## src/rtl/gcmp_pkg.sv

```systemverilog
// ----------------------------------------------------------------------------
// gcmp_pkg
// Shared types, message codes and length table for the grid controller
// message parser.
// ----------------------------------------------------------------------------
package gcmp_pkg;

    localparam int DEF_MAX_COLUMNS  = 16;
    localparam int DEF_MAX_ROWS     = 16;
    localparam int DEF_MAX_ENCODERS = 4;

    localparam int IN_DATA_W  = 8;
    localparam int RESULT_W   = 42;
    localparam int OUT_DATA_W = 48;

    localparam logic [7:0] PAD_BYTE      = 8'hFF;
    localparam logic [7:0] ENC_SUBSYS_ID = 8'h05;

    localparam logic [3:0] SUB_SYSTEM = 4'h0;
    localparam logic [3:0] SUB_KEY    = 4'h2;
    localparam logic [3:0] SUB_ENC    = 4'h5;
    localparam logic [3:0] SUB_TILT   = 4'h8;

    localparam logic [3:0] CMD_SYS_QUERY = 4'h0;
    localparam logic [3:0] CMD_SYS_ID    = 4'h1;
    localparam logic [3:0] CMD_SYS_OFS   = 4'h2;
    localparam logic [3:0] CMD_SYS_SIZE  = 4'h3;
    localparam logic [3:0] CMD_SYS_ADDR  = 4'h4;
    localparam logic [3:0] CMD_SYS_VER   = 4'hF;

    localparam logic [3:0] CMD_KEY_UP   = 4'h0;
    localparam logic [3:0] CMD_KEY_DOWN = 4'h1;

    localparam logic [3:0] CMD_ENC_DELTA = 4'h0;
    localparam logic [3:0] CMD_ENC_UP    = 4'h1;
    localparam logic [3:0] CMD_ENC_DOWN  = 4'h2;

    localparam logic [3:0] CMD_TILT_ACT  = 4'h0;
    localparam logic [3:0] CMD_TILT_DATA = 4'h1;

    localparam logic [1:0] KIND_GRID_KEY  = 2'd0;
    localparam logic [1:0] KIND_ENC_DELTA = 2'd1;
    localparam logic [1:0] KIND_ENC_KEY   = 2'd2;

    typedef struct packed {
        logic [7:0] cur_header;
        logic [7:0] first_arg;
        logic [7:0] second_arg;
        logic [5:0] bytes_received;
        logic [5:0] bytes_expected;
        logic [4:0] cols_found;
        logic [4:0] rows_found;
        logic [2:0] encoders_found;
        logic       arc_found;
    } parse_state_t;

    // Declared from the highest bit down so that event_valid lands in bit 0.
    typedef struct packed {
        logic              arc_mode;
        logic [2:0]        encoder_count;
        logic [4:0]        grid_rows;
        logic [4:0]        grid_columns;
        logic signed [7:0] delta;
        logic              pressed;
        logic [7:0]        key_y;
        logic [7:0]        key_x_or_encoder;
        logic [1:0]        event_kind;
        logic              event_valid;
    } result_t;

    function automatic logic [5:0] msg_length(input logic [7:0] hdr);
        logic [3:0] sub;
        logic [3:0] cmd;
        logic [5:0] len;
        sub = hdr[7:4];
        cmd = hdr[3:0];
        len = 6'd1;
        case (sub)
            SUB_SYSTEM:
            begin
                case (cmd)
                    CMD_SYS_QUERY: len = 6'd3;
                    CMD_SYS_ID:    len = 6'd33;
                    CMD_SYS_OFS:   len = 6'd4;
                    CMD_SYS_SIZE:  len = 6'd3;
                    CMD_SYS_ADDR:  len = 6'd3;
                    CMD_SYS_VER:   len = 6'd9;
                    default:       len = 6'd1;
                endcase
            end
            SUB_KEY:
            begin
                len = (cmd <= CMD_KEY_DOWN) ? 6'd3 : 6'd1;
            end
            SUB_ENC:
            begin
                case (cmd)
                    CMD_ENC_DELTA: len = 6'd3;
                    CMD_ENC_UP:    len = 6'd2;
                    CMD_ENC_DOWN:  len = 6'd2;
                    default:       len = 6'd1;
                endcase
            end
            SUB_TILT:
            begin
                case (cmd)
                    CMD_TILT_ACT:  len = 6'd2;
                    CMD_TILT_DATA: len = 6'd8;
                    default:       len = 6'd1;
                endcase
            end
            default: len = 6'd1;
        endcase
        return len;
    endfunction

endpackage

```

## src/rtl/gcmp_decode.sv

```systemverilog
// ----------------------------------------------------------------------------
// gcmp_decode
// Per-byte framing and dispatch logic: from the parser state and one byte it
// forms the next state and the result word.
// ----------------------------------------------------------------------------
module gcmp_decode #(
    parameter int MAX_COLUMNS  = gcmp_pkg::DEF_MAX_COLUMNS,
    parameter int MAX_ROWS     = gcmp_pkg::DEF_MAX_ROWS,
    parameter int MAX_ENCODERS = gcmp_pkg::DEF_MAX_ENCODERS
) (
    input  gcmp_pkg::parse_state_t st,
    input  logic [7:0]             rx_byte,
    output gcmp_pkg::parse_state_t st_next,
    output gcmp_pkg::result_t      res
);
    import gcmp_pkg::*;

    localparam logic [7:0] COL_LIMIT = 8'(MAX_COLUMNS);
    localparam logic [7:0] ROW_LIMIT = 8'(MAX_ROWS);
    localparam logic [7:0] ENC_LIMIT = 8'(MAX_ENCODERS);
    localparam logic [5:0] RECV_MAX  = 6'd63;

    logic [5:0] msg_len;
    logic [5:0] recv_inc;
    logic [5:0] exp_len;
    logic       dispatch;
    logic [3:0] sub;
    logic [3:0] cmd;
    logic [7:0] enc_clamped;
    parse_state_t nxt;

    assign msg_len  = msg_length(rx_byte);
    assign recv_inc = (st.bytes_received < RECV_MAX) ? st.bytes_received + 6'd1
                                                     : st.bytes_received;

    always_comb
    begin
        nxt      = st;
        res      = '0;
        dispatch = 1'b0;
        exp_len  = st.bytes_expected;

        if (st.bytes_expected == 6'd0)
        begin
            if (rx_byte != PAD_BYTE)
            begin
                nxt.cur_header     = rx_byte;
                nxt.bytes_received = 6'd1;
                nxt.bytes_expected = msg_len;
                exp_len            = msg_len;
                dispatch           = (msg_len <= 6'd1);
            end
        end
        else
        begin
            if (st.bytes_received == 6'd1)
            begin
                nxt.first_arg = rx_byte;
            end
            else if (st.bytes_received == 6'd2)
            begin
                nxt.second_arg = rx_byte;
            end
            nxt.bytes_received = recv_inc;
            dispatch           = (recv_inc >= st.bytes_expected);
        end

        sub         = nxt.cur_header[7:4];
        cmd         = nxt.cur_header[3:0];
        enc_clamped = (nxt.second_arg > ENC_LIMIT) ? ENC_LIMIT : nxt.second_arg;

        if (dispatch)
        begin
            nxt.bytes_expected = 6'd0;
            nxt.bytes_received = 6'd0;
            case (sub)
                SUB_SYSTEM:
                begin
                    if (cmd == CMD_SYS_SIZE && exp_len == 6'd3)
                    begin
                        if (nxt.first_arg != 8'd0 && nxt.first_arg <= COL_LIMIT)
                        begin
                            nxt.cols_found = nxt.first_arg[4:0];
                        end
                        if (nxt.second_arg != 8'd0 && nxt.second_arg <= ROW_LIMIT)
                        begin
                            nxt.rows_found = nxt.second_arg[4:0];
                        end
                    end
                    else if (cmd == CMD_SYS_QUERY && exp_len == 6'd3)
                    begin
                        if (nxt.first_arg == ENC_SUBSYS_ID)
                        begin
                            nxt.encoders_found = enc_clamped[2:0];
                            if (enc_clamped != 8'd0)
                            begin
                                nxt.arc_found = 1'b1;
                            end
                        end
                    end
                end
                SUB_KEY:
                begin
                    if (cmd <= CMD_KEY_DOWN)
                    begin
                        res.event_valid      = 1'b1;
                        res.key_x_or_encoder = nxt.first_arg;
                        res.pressed          = cmd[0];
                        if (st.arc_found)
                        begin
                            res.event_kind = KIND_ENC_KEY;
                        end
                        else
                        begin
                            res.event_kind = KIND_GRID_KEY;
                            res.key_y      = nxt.second_arg;
                        end
                    end
                end
                SUB_ENC:
                begin
                    if (cmd == CMD_ENC_DELTA)
                    begin
                        res.event_valid      = 1'b1;
                        res.event_kind       = KIND_ENC_DELTA;
                        res.key_x_or_encoder = nxt.first_arg;
                        res.delta            = nxt.second_arg;
                    end
                    else if (cmd == CMD_ENC_UP || cmd == CMD_ENC_DOWN)
                    begin
                        res.event_valid      = 1'b1;
                        res.event_kind       = KIND_ENC_KEY;
                        res.key_x_or_encoder = nxt.first_arg;
                        res.pressed          = (cmd == CMD_ENC_DOWN);
                    end
                end
                default:
                begin
                    res.event_valid = 1'b0;
                end
            endcase
        end

        res.grid_columns  = nxt.cols_found;
        res.grid_rows     = nxt.rows_found;
        res.encoder_count = nxt.encoders_found;
        res.arc_mode      = nxt.arc_found;
        st_next           = nxt;
    end

endmodule

```

## src/rtl/grid_controller_message_parser.sv

```systemverilog
// ----------------------------------------------------------------------------
// grid_controller_message_parser
// Parses a stream of received serial bytes into grid and encoder events and
// tracks the discovered grid size and encoder count.
// ----------------------------------------------------------------------------
// A result word appears in the cycle after its byte is accepted.
// Throughput: one byte per cycle while the output is not stalled; the
// decode runs in a single pass between the parser state register and the
// output register. Reset clears the parser state and the discovered sizes
// and empties the output register.
module grid_controller_message_parser #(
    parameter int MAX_COLUMNS  = gcmp_pkg::DEF_MAX_COLUMNS,
    parameter int MAX_ROWS     = gcmp_pkg::DEF_MAX_ROWS,
    parameter int MAX_ENCODERS = gcmp_pkg::DEF_MAX_ENCODERS
) (
    input  logic                              clk,
    input  logic                              rst_n,
    input  logic                              s_axis_tvalid,
    output logic                              s_axis_tready,
    // Fields from bit 0: rx_byte[7:0].
    input  logic [gcmp_pkg::IN_DATA_W-1:0]    s_axis_tdata,
    output logic                              m_axis_tvalid,
    input  logic                              m_axis_tready,
    // Fields from bit 0: event_valid[0], event_kind[2:1], key_x_or_encoder[10:3],
    // key_y[18:11], pressed[19], delta[27:20], grid_columns[32:28],
    // grid_rows[37:33], encoder_count[40:38], arc_mode[41], zero fill[47:42].
    output logic [gcmp_pkg::OUT_DATA_W-1:0]   m_axis_tdata
);
    import gcmp_pkg::*;

    parse_state_t st_reg;
    parse_state_t st_next;
    result_t      res_reg;
    result_t      res_next;
    logic         out_valid_reg;
    logic         accept;

    gcmp_decode #(
        .MAX_COLUMNS  (MAX_COLUMNS),
        .MAX_ROWS     (MAX_ROWS),
        .MAX_ENCODERS (MAX_ENCODERS)
    ) u_decode (
        .st      (st_reg),
        .rx_byte (s_axis_tdata),
        .st_next (st_next),
        .res     (res_next)
    );

    assign s_axis_tready = !out_valid_reg || m_axis_tready;
    assign accept        = s_axis_tvalid && s_axis_tready;

    always_ff @(posedge clk or negedge rst_n)
    begin
        if (!rst_n)
        begin
            st_reg        <= '0;
            out_valid_reg <= 1'b0;
        end
        else
        begin
            if (accept)
            begin
                st_reg <= st_next;
            end
            if (accept)
            begin
                out_valid_reg <= 1'b1;
            end
            else if (m_axis_tready)
            begin
                out_valid_reg <= 1'b0;
            end
        end
    end

    always_ff @(posedge clk)
    begin
        if (accept)
        begin
            res_reg <= res_next;
        end
    end

    assign m_axis_tvalid = out_valid_reg;
    assign m_axis_tdata  = {{(OUT_DATA_W - RESULT_W){1'b0}}, res_reg};

endmodule

```

## config.mk

```make
export PLATFORM = sky130hd
export DESIGN_NAME = grid_controller_message_parser
export DESIGN_NICKNAME = d
export VERILOG_FILES = /design/src/rtl/gcmp_pkg.sv /design/src/rtl/gcmp_decode.sv /design/src/rtl/grid_controller_message_parser.sv
export SDC_FILE = /design/constraint.sdc
export NUM_CORES = 1
export LEC_CHECK = 0
export ABC_AREA = 1
export BUFFER_PORTS_ARGS = -buffer_cell sky130_fd_sc_hd__buf_2
export CAP_MARGIN = 20
export CELL_PAD_IN_SITES_DETAIL_PLACEMENT = 2
export CELL_PAD_IN_SITES_GLOBAL_PLACEMENT = 2
export CORE_MARGIN = 2
export CORE_UTILIZATION = 38
export DETAILED_ROUTE_END_ITERATION = 16
export PLACE_DENSITY = 0.86
export SLEW_MARGIN = 20
export SYNTH_ARGS = -nofsm -noshare
export SYNTH_HDL_FRONTEND = slang
export SYNTH_SLANG_ARGS = --single-unit
```

## constraint.sdc

```tcl
create_clock -name clk -period 8 [get_ports clk]
set_clock_uncertainty 0.15 [all_clocks]
set_input_delay 0.8 -clock clk [delete_from_list [all_inputs] [get_ports clk]]
set_output_delay 0.8 -clock clk [all_outputs]
set_load 0.01 [all_outputs]
```

==> flow_summary_export.csv <==
group,metric,value,unit
run_status,outcome,"completed",
routing,drc,0,
global_route,grt_pass1_wl,26.0,mm
clock_tree,clock_path_buffers,2,
layout,layout.nets,678,
sta,maxSlewHeadroom,46.5,%
clock_tree,cts_sinks,92,
synth,synth_top_area_share,25.0,%
pwr,p_per_area,288,mW/mm2
worst_setup_path,cp.arrival,3620,ps
worst_setup_path,required,7950,ps
layout,largest_reg_flops,49,
synth,yosys.cell_types.count,37,
worst_setup_path,ff2ff_setup_slack,4330,ps
sta,maxSlewViolCount,0,
worst_setup_path,cp_slowest_cell,"dfrtp_1",
global_route,grt_max_degree,62,
synth,synthFlopType,"dfrtp_1",
layout,num_antenna_cells,0,
worst_setup_path,ff2ff_path_depth,19,
layout,final_common_cell,"nand2_1",
layout,area_delta_synth_final,13.7,%
routing,first_pass_iters,4,
clock_tree,post-cts-setup-buffers,0,
die,dieArea,0.0142,mm2
place,hpwl,11.7,mm
place,gp_congestion,0.884,
die,num_io_pins,62,
routing,antenna_left,0,
worst_setup_path,start_kind,"flip-flop",
pwr,cellLeakagePower,2.65,nW
routing,num_vias,4357,
worst_setup_path,slowest_delay,420,ps
synth,synth_area,0.00505,mm2
clock_tree,cts_buffers,9,
pwr,vdd_drop_max,90.5,uV
job,maxCapViolations,0,
synth,synth_area_leaders,"edfxtp_1, dfrtp_1, nand2_1, inv_1, nand3_1",
die,num_rows,42,
layout,drive_above_1_share,17.8,%
routing,viasPerCell,5.19,
die,dieWidth,119,um
min_path,hold_class,"flip-flop to flip-flop",
sta,period_needed,3670,ps
die,initial_utilization,38.6,%
worst_setup_path,r2r-end,"m_axis_tdata[27]$_SDFFCE_PN0P_",
die,coreArea,0.0131,mm2
synth,synth_top_family_by_area,"simple AND/OR/NAND/NOR gates",
routing,finalWirelength,15.5,mm
global_route,grt_use_total,23.5,%
layout,fillers,1493,
sta,worstMarginPinSlew,798,ps
synth,ys_seq_area_share,49.8,%
synth,synthAdderAreaFrac,1.98,%
sta,setup_viol,0,
sta,finalHoldViolations,0,
worst_setup_path,cp-startpoint,"st_reg[20]$_DFFE_PN0P_",
synth,synth_compound_area_share,7.27,%
synth,yosysWarnings,0,
clock_tree,ctsHoldBuffers,0,
synth,synthMuxAreaShare,0,%
worst_setup_path,cpMostUsedCell,"nand2_1",
synth,synth_xor_area_share,0.521,%
layout,final_cell_mix,"nand2_1, inv_1, nor2_1",
worst_setup_path,crit_path_end,"m_axis_tdata[27]$_SDFFCE_PN0P_",
clock_tree,cts_root_buf,"clkbuf_16",
clock_tree,cts_tree,"done",
synth,synth_cells,604,
global_route,antenna_found_initial,0,
worst_setup_path,critical_path_class,"flip-flop to flip-flop",
synth,synth-simple-area-share,31.8,%
clock_tree,path_clk_slew,70,ps
sta,timing.hold.ws,340,ps
sta,fmax,273,MHz
synth,synthArstFlopShare,54.3,%
routing,drt_iter0_markers,213,
synth,synth_area_per_cell,8.35,um2
global_route,grt-ovfl-total,0,
clock_tree,post_cts_resize_count,0,
synth,ys_seq_elements,92,
place,portBuffers,55,
clock_tree,htree_levels,3,
die,die_h,119,um
worst_setup_path,path_cells,"ha_1, inv_1, nor2_1, nand3_1, inv_1, o21ai_0, ha_1, nand2_1, nand2_1, nand2_1, nand2_1, nand2_1, nand2_1, nand2_1, nand2_1, a21oi_4, inv_1, nand3_2, nor2_1",
sta,rsz0062_at_grt,"false",
synth,yosysTopAreaCell,"edfxtp_1",
synth,synth_edf_count,42,
worst_setup_path,cp_max_fo,10,
worst_setup_path,r2r_start,"st_reg[20]$_DFFE_PN0P_",
sta,finalSetupTns,0,ps
sta,min_period_over_period,45.8,%
global_route,grt_pass1_vias,4942,
routing,wl_per_cell,18.5,um
clock_tree,insertion_delay,350,ps
worst_setup_path,critPathCaptureType,"flip-flop",
## stage by stage
| stage | power (mW) | instances | util (%) | area [um2] | worst slack [ps] |
|---|---|---|---|---|---|
| 2_1_floorplan | 1.06 | 609 | - | 5060 | 5080 |
| 3_3_place_gp | 1.19 | 823 | 41.8 | 5460 | 4610 |
| 3_5_place_dp | 1.25 | 823 | 41.8 | 5460 | 4330 |
| 4_1_cts | 1.67 | 839 | 43.9 | 5740 | 4280 |
| 5_1_grt | 1.77 | 839 | 43.9 | 5740 | 4020 |
| 6_report | 1.65 | 839 | 43.9 | 5740 | 4330 |
## synthesized netlist by cell type (8+ instances only)
library cell / number
and2_1: 13
nand2_1: 154
dfrtp_1: 50
ha_1: 8
edfxtp_1: 42
nand2_2: 8
nor2_4: 10
inv_1: 81
buf_4: 8
nand3_1: 51
o21ai_0: 35
nand4_1: 16
nor2_1: 60
## critical path: cells and delay by family, from the launching register on
family | cells | cell delay, ps
DFF | 1 | 420
buffers and inverters | 3 | 490
adders and majority gates | 2 | 570
AOI/OAI and AO/OA | 2 | 690
and+or+nand+nor | 12 | 1060
## area by class of cell
class,instances,area [um2],share of cell area [%]
sequential,92,2510,43.8
clock buffer,9,225,3.92
clock inverter,7,50.0,0.872
timing repair buffer,58,298,5.19
multi-input combinational,413,2120,36.9
inverter,84,315,5.49
tap,176,220,3.84
## power breakdown
part           internal, mW  switching, mW
Clock                 0.213          0.199
Sequential            0.592         0.0531
Combinational         0.168          0.430
Total                 0.973          0.681
## worst min path at each step
stage / start / end / depth (start not counted)
after detailed placement: st_reg[3]$_DFFE_PN0P_ / st_reg[3]$_DFFE_PN0P_ / 2
after global routing: st_reg[4]$_DFFE_PN0P_ / st_reg[4]$_DFFE_PN0P_ / 2
after floorplan: st_reg[10]$_DFFE_PN0P_ / st_reg[10]$_DFFE_PN0P_ / 2
final: st_reg[3]$_DFFE_PN0P_ / st_reg[3]$_DFFE_PN0P_ / 2
after CTS: st_reg[3]$_DFFE_PN0P_ / st_reg[3]$_DFFE_PN0P_ / 2
after global placement: st_reg[2]$_DFFE_PN0P_ / st_reg[2]$_DFFE_PN0P_ / 2
## cells by family (layout without fill, tap and decap cells)
kind of cell    count (synthesis)  in the layout
buf+inv                       104            158
fa+ha+maj                       8              8
compound gates                 62             62
other cells                     1              6
flops                          92             92
simple gates                  334            334
xor+xnor                        3              3
## per-layer routing
| layer | wire (um) | share of wire (%) | up-vias | GRT usage (%) |
|---|---|---|---|---|
| met5 | 0 | 0 | - | 0 |
| met4 | 409 | 2.6 | 0 | 9.82 |
| met3 | 416 | 2.7 | 26 | 2.59 |
| met2 | 8260 | 53 | 82 | 42.0 |
| met1 | 6420 | 41 | 2194 | 28.5 |
| li1 | - | - | 2055 | - |
Note: power is estimated with default switching activity, not from simulation.
